`src/sv/bctd_pkg.sv`:
```
`default_nettype none
package bctd_pkg;

  localparam int ADDR_W    = 3;
  localparam int TEXELS    = 16;
  localparam int IDX_W     = 4;
  localparam int TDATA_W   = 40;
  localparam logic [ADDR_W-1:0] ADDR_FMT = 3'd0;

  typedef enum logic [1:0] {
    FMT_DXT1 = 2'd0,
    FMT_DXT3 = 2'd1,
    FMT_DXT5 = 2'd2,
    FMT_RSVD = 2'd3
  } fmt_t;

  // channel 2 = red, 1 = green, 0 = blue
  typedef logic [2:0][7:0] rgb_t;

  typedef struct packed {
    rgb_t        e0;
    rgb_t        e1;
    logic        four;
    logic        agt;
    logic [7:0]  a0;
    logic [7:0]  a1;
    logic [63:0] ahalf;
    logic [31:0] cidx;
  } s1_t;

  typedef struct packed {
    rgb_t             e0;
    rgb_t             e1;
    logic             four;
    logic [2:0][9:0]  n2;
    logic [2:0][9:0]  n3;
    logic             agt;
    logic [7:0]       a0;
    logic [7:0]       a1;
    logic [5:0][10:0] an;
    logic [63:0]      ahalf;
    logic [31:0]      cidx;
  } s2_t;

  typedef struct packed {
    logic [3:0][2:0][7:0] cpal;
    logic                 clear3;
    logic [7:0][7:0]      apal;
    logic [63:0]          ahalf;
    logic [31:0]          cidx;
  } pal_t;

  function automatic rgb_t expand565(input logic [15:0] c);
    rgb_t e;
    e[2] = {c[15:11], c[15:13]};
    e[1] = {c[10:5], c[10:9]};
    e[0] = {c[4:0], c[4:2]};
    return e;
  endfunction

  // floor(x/3) for x < 768
  function automatic logic [7:0] div3(input logic [9:0] x);
    logic [19:0] p;
    p = 20'(x) * 20'd683;
    return p[18:11];
  endfunction

  // floor(x/7) for x < 1792
  function automatic logic [7:0] div7(input logic [10:0] x);
    logic [22:0] p;
    p = 23'(x) * 23'd2341;
    return p[21:14];
  endfunction

  // floor(x/5) for x < 1280
  function automatic logic [7:0] div5(input logic [10:0] x);
    logic [22:0] p;
    p = 23'(x) * 23'd3277;
    return p[21:14];
  endfunction

endpackage
`default_nettype wire

```
`src/sv/bctd_endpoint.sv`:
```
`default_nettype none
module bctd_endpoint (
  input  wire logic            clk,
  input  wire logic            rst,
  input  wire logic            in_valid,
  output logic                 in_ready,
  input  wire logic [63:0]     alpha_half,
  input  wire logic [63:0]     color_half,
  output logic                 out_valid,
  input  wire logic            out_ready,
  output bctd_pkg::s2_t        out_data
);

  logic          v1;
  logic          v2;
  bctd_pkg::s1_t s1;
  bctd_pkg::s2_t s2_next;
  logic          rdy1;
  logic          rdy2;

  assign rdy2     = !v2 || out_ready;
  assign rdy1     = !v1 || rdy2;
  assign in_ready = rdy1;

  // expand endpoints, compare
  always_ff @(posedge clk) begin
    if (rst) begin
      v1 <= 1'b0;
    end else if (rdy1) begin
      v1 <= in_valid;
    end
    if (rdy1 && in_valid) begin
      s1.e0    <= bctd_pkg::expand565(color_half[15:0]);
      s1.e1    <= bctd_pkg::expand565(color_half[31:16]);
      s1.four  <= color_half[15:0] > color_half[31:16];
      s1.agt   <= alpha_half[7:0] > alpha_half[15:8];
      s1.a0    <= alpha_half[7:0];
      s1.a1    <= alpha_half[15:8];
      s1.ahalf <= alpha_half;
      s1.cidx  <= color_half[63:32];
    end
  end

  // form interpolation numerators
  always_comb begin
    s2_next.e0    = s1.e0;
    s2_next.e1    = s1.e1;
    s2_next.four  = s1.four;
    s2_next.agt   = s1.agt;
    s2_next.a0    = s1.a0;
    s2_next.a1    = s1.a1;
    s2_next.ahalf = s1.ahalf;
    s2_next.cidx  = s1.cidx;
    for (int ch = 0; ch < 3; ch++) begin
      if (s1.four) begin
        s2_next.n2[ch] = 10'({s1.e0[ch], 1'b0}) + 10'(s1.e1[ch]) + 10'd1;
        s2_next.n3[ch] = 10'(s1.e0[ch]) + 10'({s1.e1[ch], 1'b0}) + 10'd1;
      end else begin
        s2_next.n2[ch] = 10'(s1.e0[ch]) + 10'(s1.e1[ch]);
        s2_next.n3[ch] = 10'd0;
      end
    end
    for (int i = 1; i <= 6; i++) begin
      if (s1.agt) begin
        s2_next.an[i-1] = 11'(7 - i) * {3'b000, s1.a0} + 11'(i) * {3'b000, s1.a1} + 11'd3;
      end else if (i <= 4) begin
        s2_next.an[i-1] = 11'(5 - i) * {3'b000, s1.a0} + 11'(i) * {3'b000, s1.a1} + 11'd2;
      end else begin
        s2_next.an[i-1] = 11'd0;
      end
    end
  end

  always_ff @(posedge clk) begin
    if (rst) begin
      v2 <= 1'b0;
    end else if (rdy2) begin
      v2 <= v1;
    end
    if (rdy2 && v1) begin
      out_data <= s2_next;
    end
  end

  assign out_valid = v2;

endmodule
`default_nettype wire

```
`src/sv/bctd_palette.sv`:
```
`default_nettype none
module bctd_palette (
  input  wire logic           clk,
  input  wire logic           rst,
  input  wire bctd_pkg::fmt_t fmt,
  input  wire logic           in_valid,
  output logic                in_ready,
  input  wire bctd_pkg::s2_t  in_data,
  output logic                out_valid,
  input  wire logic           out_ready,
  output bctd_pkg::pal_t      out_data
);

  logic           v;
  logic           rdy;
  bctd_pkg::pal_t pal_next;

  assign rdy      = !v || out_ready;
  assign in_ready = rdy;

  always_comb begin
    pal_next.cpal[0] = in_data.e0;
    pal_next.cpal[1] = in_data.e1;
    for (int ch = 0; ch < 3; ch++) begin
      if (in_data.four) begin
        pal_next.cpal[2][ch] = bctd_pkg::div3(in_data.n2[ch]);
        pal_next.cpal[3][ch] = bctd_pkg::div3(in_data.n3[ch]);
      end else begin
        pal_next.cpal[2][ch] = in_data.n2[ch][8:1];
        pal_next.cpal[3][ch] = 8'd0;
      end
    end
    pal_next.clear3  = !in_data.four && (fmt == bctd_pkg::FMT_DXT1);
    pal_next.apal[0] = in_data.a0;
    pal_next.apal[1] = in_data.a1;
    for (int i = 0; i < 6; i++) begin
      if (in_data.agt) begin
        pal_next.apal[i+2] = bctd_pkg::div7(in_data.an[i]);
      end else if (i < 4) begin
        pal_next.apal[i+2] = bctd_pkg::div5(in_data.an[i]);
      end else if (i == 4) begin
        pal_next.apal[i+2] = 8'h00;
      end else begin
        pal_next.apal[i+2] = 8'hFF;
      end
    end
    pal_next.ahalf = in_data.ahalf;
    pal_next.cidx  = in_data.cidx;
  end

  always_ff @(posedge clk) begin
    if (rst) begin
      v <= 1'b0;
    end else if (rdy) begin
      v <= in_valid;
    end
    if (rdy && in_valid) begin
      out_data <= pal_next;
    end
  end

  assign out_valid = v;

endmodule
`default_nettype wire

```
`src/sv/bctd_texel.sv`:
```
`default_nettype none
module bctd_texel (
  input  wire logic                          clk,
  input  wire logic                          rst,
  input  wire bctd_pkg::fmt_t                fmt,
  input  wire logic                          in_valid,
  output logic                               in_ready,
  input  wire bctd_pkg::pal_t                in_data,
  output logic                               m_tvalid,
  input  wire logic                          m_tready,
  output logic [bctd_pkg::TDATA_W-1:0]       m_tdata,
  output logic                               m_tlast
);

  logic                       hold_v;
  bctd_pkg::pal_t             pal;
  logic [bctd_pkg::IDX_W-1:0] cnt;
  logic                       out_v;
  logic                       out_free;
  logic                       emit;
  logic                       blk_end;
  logic [1:0]                 ci;
  logic [3:0]                 nib;
  logic [2:0]                 ai;
  logic [5:0]                 abit;
  logic [7:0]                 alpha;

  assign out_free = !out_v || m_tready;
  assign emit     = hold_v && out_free;
  assign blk_end  = cnt == 4'(bctd_pkg::TEXELS - 1);
  assign in_ready = !hold_v || (emit && blk_end);

  assign ci   = pal.cidx[{cnt, 1'b0} +: 2];
  assign nib  = pal.ahalf[{cnt, 2'b00} +: 4];
  assign abit = 6'd16 + 6'(cnt) * 6'd3;
  assign ai   = pal.ahalf[abit +: 3];

  always_comb begin
    unique case (fmt)
      bctd_pkg::FMT_DXT1: alpha = (ci == 2'd3 && pal.clear3) ? 8'h00 : 8'hFF;
      bctd_pkg::FMT_DXT3: alpha = {nib, nib};
      bctd_pkg::FMT_DXT5: alpha = pal.apal[ai];
      default:            alpha = 8'hFF;
    endcase
  end

  // hold the block palette, step through its texels
  always_ff @(posedge clk) begin
    if (rst) begin
      hold_v <= 1'b0;
      cnt    <= '0;
    end else begin
      if (emit) begin
        cnt <= cnt + 4'd1;
      end
      if (in_ready) begin
        hold_v <= in_valid;
      end
    end
    if (in_ready && in_valid) begin
      pal <= in_data;
    end
  end

  always_ff @(posedge clk) begin
    if (rst) begin
      out_v <= 1'b0;
    end else if (out_free) begin
      out_v <= emit;
    end
    if (emit) begin
      m_tdata <= {4'b0000, cnt, alpha, pal.cpal[ci][0], pal.cpal[ci][1], pal.cpal[ci][2]};
      m_tlast <= blk_end;
    end
  end

  assign m_tvalid = out_v;

endmodule
`default_nettype wire

```
`src/sv/bc_block_texture_decoder.sv`:
```
`default_nettype none
// S3TC (DXT1/DXT3/DXT5) block decoder. Each accepted input word is one 4x4 block and yields
// sixteen RGBA8 texel words in row-major order, tlast on the sixteenth. Blocks flow through
// endpoint expansion, numerator, palette and texel-select registers; the texel stage sends
// one texel per cycle unless m_tready stalls it, and loads the next block as it sends the
// last texel of the current one. Each texel word is registered once more at the output.
// block_format (byte address 0) must only change while idle.
module bc_block_texture_decoder (
  input  wire logic                               clk,
  input  wire logic                               rst,
  input  wire logic                               psel,
  input  wire logic                               penable,
  input  wire logic                               pwrite,
  input  wire logic [bctd_pkg::ADDR_W-1:0]        paddr,
  input  wire logic [31:0]                        pwdata,
  output logic [31:0]                             prdata,
  output logic                                    pready,
  input  wire logic                               s_tvalid,
  output logic                                    s_tready,
  input  wire logic [127:0]                       s_tdata,  // alpha_half, color_half
  output logic                                    m_tvalid,
  input  wire logic                               m_tready,
  output logic [bctd_pkg::TDATA_W-1:0]            m_tdata,  // red, green, blue, alpha, texel_index
  output logic                                    m_tlast
);

  bctd_pkg::fmt_t fmt;
  logic           ep_valid;
  logic           ep_ready;
  bctd_pkg::s2_t  ep_data;
  logic           pl_valid;
  logic           pl_ready;
  bctd_pkg::pal_t pl_data;

  assign pready = 1'b1;
  assign prdata = (paddr == bctd_pkg::ADDR_FMT) ? {30'd0, fmt} : 32'd0;

  always_ff @(posedge clk) begin
    if (rst) begin
      fmt <= bctd_pkg::FMT_DXT1;
    end else if (psel && penable && pwrite && pready && paddr == bctd_pkg::ADDR_FMT) begin
      fmt <= bctd_pkg::fmt_t'(pwdata[1:0]);
    end
  end

  bctd_endpoint u_endpoint (
    .clk        (clk),
    .rst        (rst),
    .in_valid   (s_tvalid),
    .in_ready   (s_tready),
    .alpha_half (s_tdata[63:0]),
    .color_half (s_tdata[127:64]),
    .out_valid  (ep_valid),
    .out_ready  (ep_ready),
    .out_data   (ep_data)
  );

  bctd_palette u_palette (
    .clk       (clk),
    .rst       (rst),
    .fmt       (fmt),
    .in_valid  (ep_valid),
    .in_ready  (ep_ready),
    .in_data   (ep_data),
    .out_valid (pl_valid),
    .out_ready (pl_ready),
    .out_data  (pl_data)
  );

  bctd_texel u_texel (
    .clk      (clk),
    .rst      (rst),
    .fmt      (fmt),
    .in_valid (pl_valid),
    .in_ready (pl_ready),
    .in_data  (pl_data),
    .m_tvalid (m_tvalid),
    .m_tready (m_tready),
    .m_tdata  (m_tdata),
    .m_tlast  (m_tlast)
  );

endmodule
`default_nettype wire

```
`config.mk`:
```
export PLATFORM = sky130hd
export DESIGN_NAME = bc_block_texture_decoder
export DESIGN_NICKNAME = d
export VERILOG_FILES = /design/src/sv/bctd_pkg.sv /design/src/sv/bctd_endpoint.sv /design/src/sv/bctd_palette.sv /design/src/sv/bctd_texel.sv /design/src/sv/bc_block_texture_decoder.sv
export SDC_FILE = /design/constraint.sdc
export NUM_CORES = 2
export LEC_CHECK = 0
export BUFFER_PORTS_ARGS = -buffer_cell sky130_fd_sc_hd__buf_2
export CELL_PAD_IN_SITES_DETAIL_PLACEMENT = 1
export CELL_PAD_IN_SITES_GLOBAL_PLACEMENT = 2
export CORE_AREA = 2 2 386 388
export DETAILED_ROUTE_END_ITERATION = 12
export DIE_AREA = 0 0 388 390
export PLACE_DENSITY_LB_ADDON = 0.1
export SETUP_SLACK_MARGIN = 0.5
export SLEW_MARGIN = 15
export SYNTH_ARGS = -nofsm -noshare
export SYNTH_HDL_FRONTEND = slang
export SYNTH_SLANG_ARGS = --single-unit
```
`constraint.sdc`:
```
create_clock -name clk -period 21.3 [get_ports clk]
set_input_delay 1.065 -clock clk [delete_from_list [all_inputs] [get_ports clk]]
set_output_delay 1.065 -clock clk [all_outputs]
set_load 0.1 [all_outputs]
```
== Word-level counts from Yosys, hierarchy flattened ==
Cells that the tools add are included.

* Register bits: 1012
* Bits of input ports: 170
* Output and inout bits: 76

* Muxes and demuxes: 21
* Magnitude comparators: 4
* Add/sub/neg operators: 37
* Reductions and logical operators: 24
* Shift operators: 3
* $mul: 23
* Equality and inequality tests: 4

{| class="wikitable"
|+ Operators with widths
! operator !! count
|-
| $mul 11x12->22 const B || 10
|-
| $mul 10x10->19 const B || 6
|-
| $add 11x2->11 const B || 10
|-
| $mux 8 || 9
|-
| $shiftx 64x7->3 || 1
|-
| $shiftx 64x7->4 || 1
|-
| $add 10x1->10 const B || 6
|-
| $bmux 24 s2 || 1
|-
| $mux 11 || 4
|-
| $mul 2x8->10 const A || 4
|-
| $shiftx 32x6->2 || 1
|-
| $add 8x9->10 || 3
|-
| $add 9x8->10 || 3
|-
| $mux 10 || 3
|-
| $add 8x8->9 || 3
|-
| $bmux 8 s3 || 1
|-
| $mux 24 || 1
|-
| $pmux 8 s3 || 1
|-
| $add 10x10->11 || 2
|-
| $mul 3x8->11 const A || 2
|-
| $gt 16x16->1 || 1
|-
| $add 10x8->11 || 1
|-
| $add 10x9->11 || 1
|-
| $add 11x8->11 || 1
|-
| other kinds (20) || 40
|}

== Longest topological paths before layout ==
* Depth in word-level cells: 9
* Gate-level depth with buffers: 21
* Mapped depth without buffers: 21

== Hierarchy ==
From an unflattened synthesis, not the netlist that was laid out.

* Cells, all modules: 5500
* Area, all modules: 69071.2 um2

{| class="wikitable"
|+ Modules (own cells, without submodules)
! module !! area an instance (um2) !! sequential area each (um2) !! times used !! cells each
|-
| bctd_palette || 35180.0 || 7737.4 || 1 || 3240
|-
| bctd_endpoint || 20697.4 || 11601.1 || 1 || 1607
|-
| bctd_texel || 12832.3 || 8948.6 || 1 || 608
|-
| bc_block_texture_decoder || 361.6 || 40.0 || 1 || 45
|}

== Least setup slack after synthesis ==
Ideal clock, no wire load.

* Kind: input port to flip-flop
* Start point: in m_tready
* End point: reg u_palette.out_data[0] (netlist bit) (enable)
* Arrival: 17.578 ns
* Slack: 2.568 ns
* Setup time: 1.154 ns
* Path buffers: 0
* Cell stages on the path: 3
* Path through: nor2b_1 > o21a_1 > a21boi_0

* Longest elaborated chain between the ends: 6

{| class="wikitable"
|+ Ends and longest elaborated chain
! element !! RTL line !! text
|-
| start: declaration || bc_block_texture_decoder.sv:22 || <nowiki>input wire logic m_tready,</nowiki>
|-
| $logic_or 1x1->1 || bctd_texel.sv:28 || <nowiki>assign out_free = !out_v || m_tready;</nowiki>
|-
| $logic_and 1x1->1 || bctd_texel.sv:29 || <nowiki>assign emit = hold_v && out_free;</nowiki>
|-
| $logic_and 1x1->1 || bctd_texel.sv:31 || <nowiki>assign in_ready = !hold_v || (emit && blk_end);</nowiki>
|-
| $logic_or 1x1->1 || bctd_texel.sv:31 ||
|-
| $logic_or 1x1->1 || bctd_palette.sv:18 || <nowiki>assign rdy = !v || out_ready;</nowiki>
|-
| $logic_and 1x1->1 || bctd_palette.sv:57 || <nowiki>if (rdy && in_valid) begin</nowiki>
|-
| end signal: assignment || bctd_palette.sv:58 || <nowiki>out_data <= pal_next;</nowiki>
|-
| end: declaration || bctd_palette.sv:11 || <nowiki>output bctd_pkg::pal_t out_data</nowiki>
|}

Every way passes these cells.
A chain may end at the register's enable or synchronous reset.

==> metrics.md <==
| Metric | Value |
|---|---|
| Combined area of the multi-input logic cells | `35,380 µm²` |
| CTS tree | `built` |
| Hold Crit Depth | `0` |
| Final TNS setup | `0 ns` |
| HP Start | `u_palette.out_data[237]$_SDFFCE_PN0P_` |
| Register area | `26,410 µm²` |
| Layout Utilization | `49.12%` |
| Ports | `246` |
| Slew Limit Fails | `0` |
| Worst slew pin tran | `1.079 ns` |
| Setup violators final | `0` |
| Worst Skew | `0.05948 ns` |
| Pleak | `32.67 nW` |
| Post-synth EDFFs | `872` |
| Initial Util | `44.77%` |
| Die area | `151,300 µm²` |
| Hold Path End | `u_texel.pal[237]$_DFFE_PP_` |
| Final Cycle Share | `27.35%` |
| Clock Tree Buf Depth | `3` |
| Req. time, crit path | `21.68 ns` |
| Post-route DRC | `0` |
| Min-Delay Path Class | `reg2reg` |
| Placed Area | `69,110 µm²` |
| Pre-antenna DRT Iters | `5` |
| Worst Setup End Kind | `register` |
| Post-DR vias/cell | `5.267` |
| CTS-repair resized insts | `0` |
| Setup Crit Path Kind | `reg2reg` |
| Final hold vios | `0` |
| Initial antenna violation count | `15` |
| First-pass GRT wire length | `247.5 mm` |
| Root Driver | `clkbuf_16` |
| Status | `finished clean` |
| Max frequency | `0.1716 GHz` |
| R2R Path End | `u_palette.out_data[127]$_DFFE_PP_` |
| Vias | `39,815` |
| Seq cells post-synth | `883` |
| PortBufs | `180` |
| Pwr dens | `156.8 nW/µm²` |
| Number of distinct library cells after synthesis | `78` |
| Number of routed nets with antenna violations | `0` |
| Pin count of the biggest net entering global routing | `150` |
| Largest cells by area after synthesis | `edfxtp_1 40%, ha_1 23%, fa_1 11%, inv_1 5.6%, mux4_2 2.4%` |
| Post-synth top area cell | `edfxtp_1` |
| Post-CTS Hold Fix Bufs | `0` |
| Critical Path Start Type | `register` |
| Die Wd | `388 µm` |
| Critical Path AT | `6.21 ns` |
| Core ar. | `147,100 µm²` |
| Worst skew pair latency | `0.72 ns` |
| Fill cells | `15,282` |
| Die span in y | `390 µm` |
| CTS clk-pin slew, worst paths | `0.06 ns` |
| Total power draw | `11.33 mW` |
| Relative max-transition margin | `27.43%` |
| Max rail drop VDD | `135.3 µV` |
| Final GP Congestion | `0.8269` |
| Final net count | `7,270` |
| Clk sinks | `883` |
| Post-synth top area share | `39.75%` |
| Grt total ovfl | `0` |
| CTS Buf Count | `95` |
| Detailed placement HPWL | `122.2 mm` |
| RSZ-0062 raised after global routing | `false` |
| DRT iter0 DRCs | `2,038` |
| R2R Path Start | `u_endpoint.out_data[110]$_DFFE_PP_` |
| Worst R2R Path Depth | `18` |
| Total GRT Usage | `21.16%` |
| Cells after synthesis | `5,297` |
| Mean Syn Cell Area | `12.44 µm²` |
| Number of global-route vias before repair | `42,716` |
| Ys flop type | `edfxtp_1` |
| Site row count | `141` |
| Worst R2R Setup Slack | `15.47 ns` |
| Area Overhead vs Synth | `9.712%` |
| H-Tree Depth | `3` |
| Post-CTS setup buffers | `0` |
| Min cycle time layout | `5.826 ns` |
| Async SR Flop Fraction | `0%` |
| Synth Warn # | `0` |
| Cell Area, Synth | `65,870 µm²` |
| Final wirelength | `157.2 mm` |
| Wirelength per Cell | `20.80 µm` |
| Max_cap viols | `0` |
| Sequential-to-total area share from yosys stat | `40.09%` |
| Worst hold slack | `0.3649 ns` |
| Fin area | `72,270 µm²` |
| Layout cells sized above 1 | `8.467%` |
| Critical Path Fanout Max | `8` |
[per-layer routing]
layer,part of all wire (%),routed length [µm],track usage [%]
met2,46,71770,34.16
met3,4.6,7177,2.937
met5,0.057,89,0
met4,1.6,2580,3.721
met1,48,75600,30.73
[synthesized netlist by cell type (all sizes together) (17+ instances only)]
cell    count
mux2i      96
or3        28
nor2      173
nor3b      20
nand3      37
nand2     107
o21a       56
a21oi     185
fa        366
nor3       59
clkbuf     43
edfxtp    872
mux2       19
a21o       76
buf        62
a211oi     24
a21boi     39
xor2       84
inv       979
nand2b     25
nand4      20
xnor2     177
ha       1192
nor2b      70
mux4       80
o21ai     155
o21bai     25
o31ai      26
and2       31
a31oi      17
[power by group]
group / leakage (nW) / internal [mW] / total (mW) / switching, mW
clock network: 1.52 / 0.942 / 1.66 / 0.720
registers: 8.14 / 2.24 / 2.38 / 0.145
logic: 23.0 / 3.18 / 7.28 / 4.10
total: 32.7 / 6.36 / 11.3 / 4.97
[worst max-delay path, cell delays in order, from the launching register on]
cell,delay (ns)
edfxtp_1,0.61
inv_1,0.19
ha_1,0.37
fa_1,0.58
inv_1,0.07
fa_1,0.49
inv_1,0.05
fa_1,0.47
inv_1,0.05
ha_1,0.27
ha_1,0.30
a2111o_1,0.37
a41oi_1,0.36
o31ai_1,0.24
o41a_1,0.44
a311oi_1,0.34
xnor2_1,0.12
nor2_1,0.11
a21oi_1,0.07
[through the flow]
stage,setup slack [ns],std cells
after floorplan,2.568,5330
after global routing,15.05,7552
after CTS,15.20,7552
after detailed placement,15.21,7375
final,15.47,7559
after global placement,15.35,7375
[kinds of logic after synthesis]
logic type	share of synthesized area, %
adder cells (fa/ha/maj)	33.77
buffers and inverters	6.485
flip-flops	40.09
AO/OA/AOI/OAI	6.909
AND/OR/NAND/NOR	4.682
XOR/XNOR	3.470
multiplexers	4.589
other	0.01140
[registers in the layout (all words and copies together), names as in the netlist]
register and cells:
fmt 2, u_texel.m_tdata 36, u_palette.out_valid 1, u_texel.pal 225, u_endpoint.s1 130, u_palette.out_data 225
u_texel.m_tvalid 1, u_texel.m_tlast 1, u_endpoint.out_data 255, u_texel.cnt 4, u_endpoint.v1 1, u_endpoint.out_valid 1
u_texel.hold_v 1
[final cells by class]
cell class                      instances  area share [%]
Clock inverter                         63          0.9592
Antenna cell                            7         0.02424
Inverter                              980           5.090
Clock buffer                          114           3.388
Multi-Input combinational cell       3362           48.96
Sequential cell                       883           36.54
Timing Repair Buffer                  220           1.697
Tap cell                             1930           3.342
[worst max path at each step]
stage	slack, ns	cells after the start	start	end
final	15.47	18	u_endpoint.out_data[110]$_DFFE_PP_	u_palette.out_data[127]$_DFFE_PP_
after floorplan	2.57	3	m_tready	u_palette.out_data[0]$_DFFE_PP_
after global routing	15.05	18	u_endpoint.out_data[110]$_DFFE_PP_	u_palette.out_data[127]$_DFFE_PP_
after global placement	15.35	19	u_endpoint.out_data[98]$_DFFE_PP_	u_palette.out_data[119]$_DFFE_PP_
after detailed placement	15.21	19	u_endpoint.out_data[98]$_DFFE_PP_	u_palette.out_data[119]$_DFFE_PP_
after CTS	15.20	19	u_endpoint.out_data[98]$_DFFE_PP_	u_palette.out_data[119]$_DFFE_PP_
[layout by cell type (no fill, tap or decap), types with 28 or more instances in the layout]
| cell | count |
|---|---|
| mux4_2 | 71 |
| mux2i_1 | 95 |
| a21oi_1 | 185 |
| or3_1 | 28 |
| ha_1 | 1191 |
| xor2_1 | 84 |
| and2_1 | 28 |
| nor3_1 | 59 |
| o21a_1 | 56 |
| inv_1 | 978 |
| edfxtp_1 | 872 |
| nor2_1 | 173 |
| buf_2 | 180 |
| buf_4 | 38 |
| xnor2_1 | 177 |
| a21o_1 | 76 |
| nor2b_1 | 68 |
| fa_1 | 366 |
| nand3_1 | 37 |
| nand2_1 | 107 |
| clkbuf_16 | 95 |
| o21ai_0 | 155 |
| conb_1 | 35 |
| a21boi_0 | 38 |
Note: power is estimated with default switching activity, not from simulation.
